===== src/rtl/csr_graph_builder_assert.svh =====
// Assertion macros for the graph builder's RTL.
// Define NO_ASSERTIONS to compile every check away.
`ifndef CSR_GRAPH_BUILDER_ASSERT_SVH
`define CSR_GRAPH_BUILDER_ASSERT_SVH

`ifndef NO_ASSERTIONS

// The consequent must hold in the same cycle as the antecedent.
`define CSRGB_ASSERT_NOW(label, clk, rst_n, ante, cons) \
    label: assert property (@(posedge clk) disable iff (!rst_n) (ante) |-> (cons)) \
        else $error("csr graph builder check failed");

// The consequent must hold in the cycle after the antecedent.
`define CSRGB_ASSERT_NEXT(label, clk, rst_n, ante, cons) \
    label: assert property (@(posedge clk) disable iff (!rst_n) (ante) |=> (cons)) \
        else $error("csr graph builder check failed");

`else

`define CSRGB_ASSERT_NOW(label, clk, rst_n, ante, cons)
`define CSRGB_ASSERT_NEXT(label, clk, rst_n, ante, cons)

`endif

`endif


===== src/rtl/csrgb_ram.sv =====
module csrgb_ram #(
    parameter int WIDTH = 8,
    parameter int DEPTH = 16,
    localparam int AW = (DEPTH > 1) ? $clog2(DEPTH) : 1
) (
    input  logic             i_clk,
    input  logic             i_we,
    input  logic [AW-1:0]    i_waddr,
    input  logic [WIDTH-1:0] i_wdata,
    input  logic [AW-1:0]    i_raddr,
    output logic [WIDTH-1:0] o_rdata
);

    logic [WIDTH-1:0] r_mem [DEPTH];
    logic [WIDTH-1:0] r_rdata;

    always_ff @(posedge i_clk) begin
        if (i_we) begin
            r_mem[i_waddr] <= i_wdata;
        end
        r_rdata <= r_mem[i_raddr];
    end

    assign o_rdata = r_rdata;

endmodule


===== config.mk =====
export PLATFORM = sky130hd
export DESIGN_NAME = csrgb_ram
export DESIGN_NICKNAME = d
export VERILOG_FILES = /design/src/rtl/csr_graph_builder_assert.svh /design/src/rtl/csrgb_ram.sv
export SDC_FILE = /design/constraint.sdc
export NUM_CORES = 1
export LEC_CHECK = 0
export BUFFER_PORTS_ARGS = -buffer_cell sky130_fd_sc_hd__buf_2
export CAP_MARGIN = 20
export CORE_ASPECT_RATIO = 0.6
export CORE_MARGIN = 2
export CORE_UTILIZATION = 51
export DETAILED_ROUTE_END_ITERATION = 10
export GPL_TIMING_DRIVEN = 1
export PLACE_DENSITY_LB_ADDON = 0.05
export REMOVE_ABC_BUFFERS = 1
export SETUP_SLACK_MARGIN = 0.05
export SKIP_CTS_REPAIR_TIMING = 1
export SLEW_MARGIN = 30
export SYNTH_ARGS = -nofsm -noshare
export SYNTH_HDL_FRONTEND = slang
export SYNTH_SLANG_ARGS = --single-unit

===== constraint.sdc =====
create_clock -name i_clk -period 5.55 [get_ports i_clk]
set_clock_uncertainty 0.05 [all_clocks]
set_input_delay 0.8325 -clock i_clk [delete_from_list [all_inputs] [get_ports i_clk]]
set_output_delay 0.8325 -clock i_clk [all_outputs]
set_load 0.01 [all_outputs]

# Word level (Yosys, flattened, before mapping)
# Memory sizes are Yosys's and may differ from the RTL's. A register that Yosys moved wholly into a read port is not among the register bits.
# Index checks and enable logic that the tools add are counted.
# totals
register_bits	0
latch_bits	0
mem_bits_rw	128
mem_bits_ro	0
input_bits	18
output_inout_bits	8
wordCells	3
mem_count	1
# op_classes
addsub	0
mul	0
div_mod_pow	0
magnitude_cmp	0
eq_ne	0
n_shift	0
muxes	2
bitwise	0
n_reduce_logical	0
# mem_list
name	depth	word_bits	rd	rd_ports_with_merged_regs	wr	line_no	text
r_mem	16	8	1	1	1	csrgb_ram.sv:14	logic [WIDTH-1:0] r_mem [DEPTH];
# ops
operator	count
$mux 1	2

# Depth between registers and ports, before layout
# depth
depth_word	2
mapped_depth	5

# Worst setup path before layout
# No wires, ideal clock.
# synth_timing
kind	input to register
startpoint	input i_waddr[2]
endpoint	memory r_mem[0][0] (enable)
setup_time_ps	383
arrival_time_ps	1942
path_slack_ps	3175
stages	2
n_path_buf	0
path_cell_list	or3b_2 nor3_1
# synth_rtl
item	line_no	text
start: declaration	csrgb_ram.sv:8	input logic [AW-1:0] i_waddr,
end: declaration	csrgb_ram.sv:14	
# No word-level cell before the write port.

# Final worst setup path
# layout_timing
startpoint	input i_waddr[2]
endpoint	memory r_mem[2][4] (enable)
# No word-level cell before the write port.

==> results.yml <==
global_route:
  grt_usage: 0.206
  grt_pass1_vias: 2460
  grt_max_degree: 33
  grt_pass1_wl_mm: 15.3
  antenna_found_initial: 0
  grt.overflow.total: 0
power_and_ir_drop:
  leakage_nw: 1.98
  vdd_ir_drop_max_v: 0.000272
  power_density_nw_per_um2: 396
placement:
  placed_area_sq_um: 5390
  gp_congestion: 0.708
  portBuffers: 25
  place_hpwl_mm: 6.08
synthesis:
  yosysTopAreaCell: "edfxtp_1"
  ys_warn_count: 0
  synthCells: 229
  yosysUniqueCellTypes: 19
  yosysSeqAreaShare: 0.778
  yosysTopAreaCellShare: 0.747
  synth_area_per_cell_sq_um: 22.5
  ys_ff_latch: 136
  yosys-top-cells-area: "edfxtp_1 75%, mux4_2 7.9%, mux4_1 7.1%, dfxtp_1 3.1%, a22oi_1 2.3%"
  synth_area_sq_um: 5150
final_layout:
  areaGrowthSynthToFinish_pct: 16.2
  drive_above_1_share: 0.303
  fin_area_sq_um: 5980
  fin_nets: 282
  final_cell_mix: "128 x edfxtp_1, 24 x buf_2, 18 x mux4_2"
  diodes: 0
  layout_commonest_cell: "edfxtp_1"
sta:
  slew_viol_final: 0
  slew_headroom: 0.337
  setup-tns-final_ps: 0
  finalCritPeriodShare: 0.396
  finalCriticalPeriod_ps: 2200
  worstMarginPinSlew_ps: 991
  rsz0062_at_grt: "false"
  setup_viol: 0
  hold_viol_final: 0
  max_freq_ghz: 0.455
clock_network:
  cts.clk_slew.worst_paths_ps: 60
  numCtsBuffers: 17
  clk-insertion-delay-late_ps: 410
  htree_num_levels: 4
  clk_root_buffer_cell: "clkbuf_16"
  tritoncts: "yes"
  cts_sinks: 136
  cts_buffer_depth: 2
min_path:
  hold_class: "reg2reg"
floorplanning:
  core_sq_um: 9840
  dieArea_sq_um: 10900
  die_y_microns: 81.8
  die_w_microns: 134
  io_pins: 26
  initial_core_util: 0.523
  rows: 28
critical_path:
  setup.worst_path.start_class: "primary input"
  cp.required_ps: 5540
  worstPathArrival_ps: 2180
  worst-path-max-fanout: 8
  endpoint_kind: "flip-flop"
  critical_path_class: "in2reg"
detailed_routing:
  via_count: 2404
  ant_nets: 0
  drt_wl_total_mm: 10.0
  drcViolationCount: 0
  wl_per_cell_microns: 24.4
  viasPerCell: 5.83
  first_iter_violations: 317
  drt_first_pass_iters: 4
status:
  outcome: "finished, final reports clean"
flow_run:
  maxCapViolCount: 0
## synth_stat cells
library cell and count:
nand3_1 1, buf_4 1, edfxtp_1 128, nor2b_1 1, nand2_1 9, mux4_2 18, nand3b_1 2, buf_2 3
dfxtp_1 8, nor2_1 13, nor3_1 4, or3b_2 1, a22oi_1 16, clkdlybuf4s25_2 3, mux4_1 14, nand2b_1 2
and2b_1 1, buf_6 3, and2_1 1
## power breakdown
group | internal (mW) | switching [mW]
Combinational | 0.0413 | 0.0613
Sequential | 1.15 | 0.00714
Clock | 0.669 | 0.444
## flip-flops by register name, summed over array words and instances, names as in the netlist
register / flops
o_rdata: 8
r_mem: 128
## logic make-up (layout without fill, tap and decap cells)
group,count (synthesis),after routing,synth area share
mux,32,32,0.150
flops,136,136,0.778
simple gates,35,35,0.0318
buf+inv,10,58,0.0168
compound gates,16,16,0.0233
## through the flow
stage / hold slack (ps) / utilization / std cells / setup slack [ps] / power, mW
floorplan: 579 / - / 219 / 3170 / 1.22
global placement: 602 / 0.546 / 380 / 2630 / 1.28
detailed placement: 605 / 0.547 / 380 / 2900 / 1.28
CTS: 619 / 0.607 / 412 / 3350 / 2.39
global route: 656 / 0.608 / 412 / 3270 / 2.45
finish: 613 / 0.608 / 412 / 3350 / 2.37
## final timing paths
| check | slack, ps | to | cells after the start | start |
|---|---|---|---|---|
| setup reg to reg | 4180 | o_rdata[2]$_DFF_P_ | 3 | r_mem[10][2]$_DFFE_PP_ |
| setup / recovery | 3350 | r_mem[2][4]$_DFFE_PP_ | 3 | i_waddr[2] |
| hold / removal | 610 | o_rdata[0]$_DFF_P_ | 3 | r_mem[7][0]$_DFFE_PP_ |
| hold reg to reg | 610 | o_rdata[0]$_DFF_P_ | 3 | r_mem[7][0]$_DFFE_PP_ |
## layer usage
layer / GRT usage / vias to the layer above / share of wire
li1: - / 1042 / -
met1: 0.301 / 1258 / 0.46
met3: 0.0611 / 8 / 0.075
met2: 0.305 / 96 / 0.45
met5: 0 / - / 0
met4: 0.0670 / 0 / 0.0090
## worst max-delay path: stages
cell and delay [ps]:
buf_2 120, or3b_2 520, nor2_1 710
## area by class of cell
cell class | instances | area [sq um]
multi-input combinational | 83 | 1080
sequential | 136 | 4000
tap | 135 | 169
fill | 669 | 3860
timing repair buffer | 26 | 135
clock inverter | 15 | 168
clock buffer | 17 | 425
No activity file was read; power rests on OpenSTA's default activity.
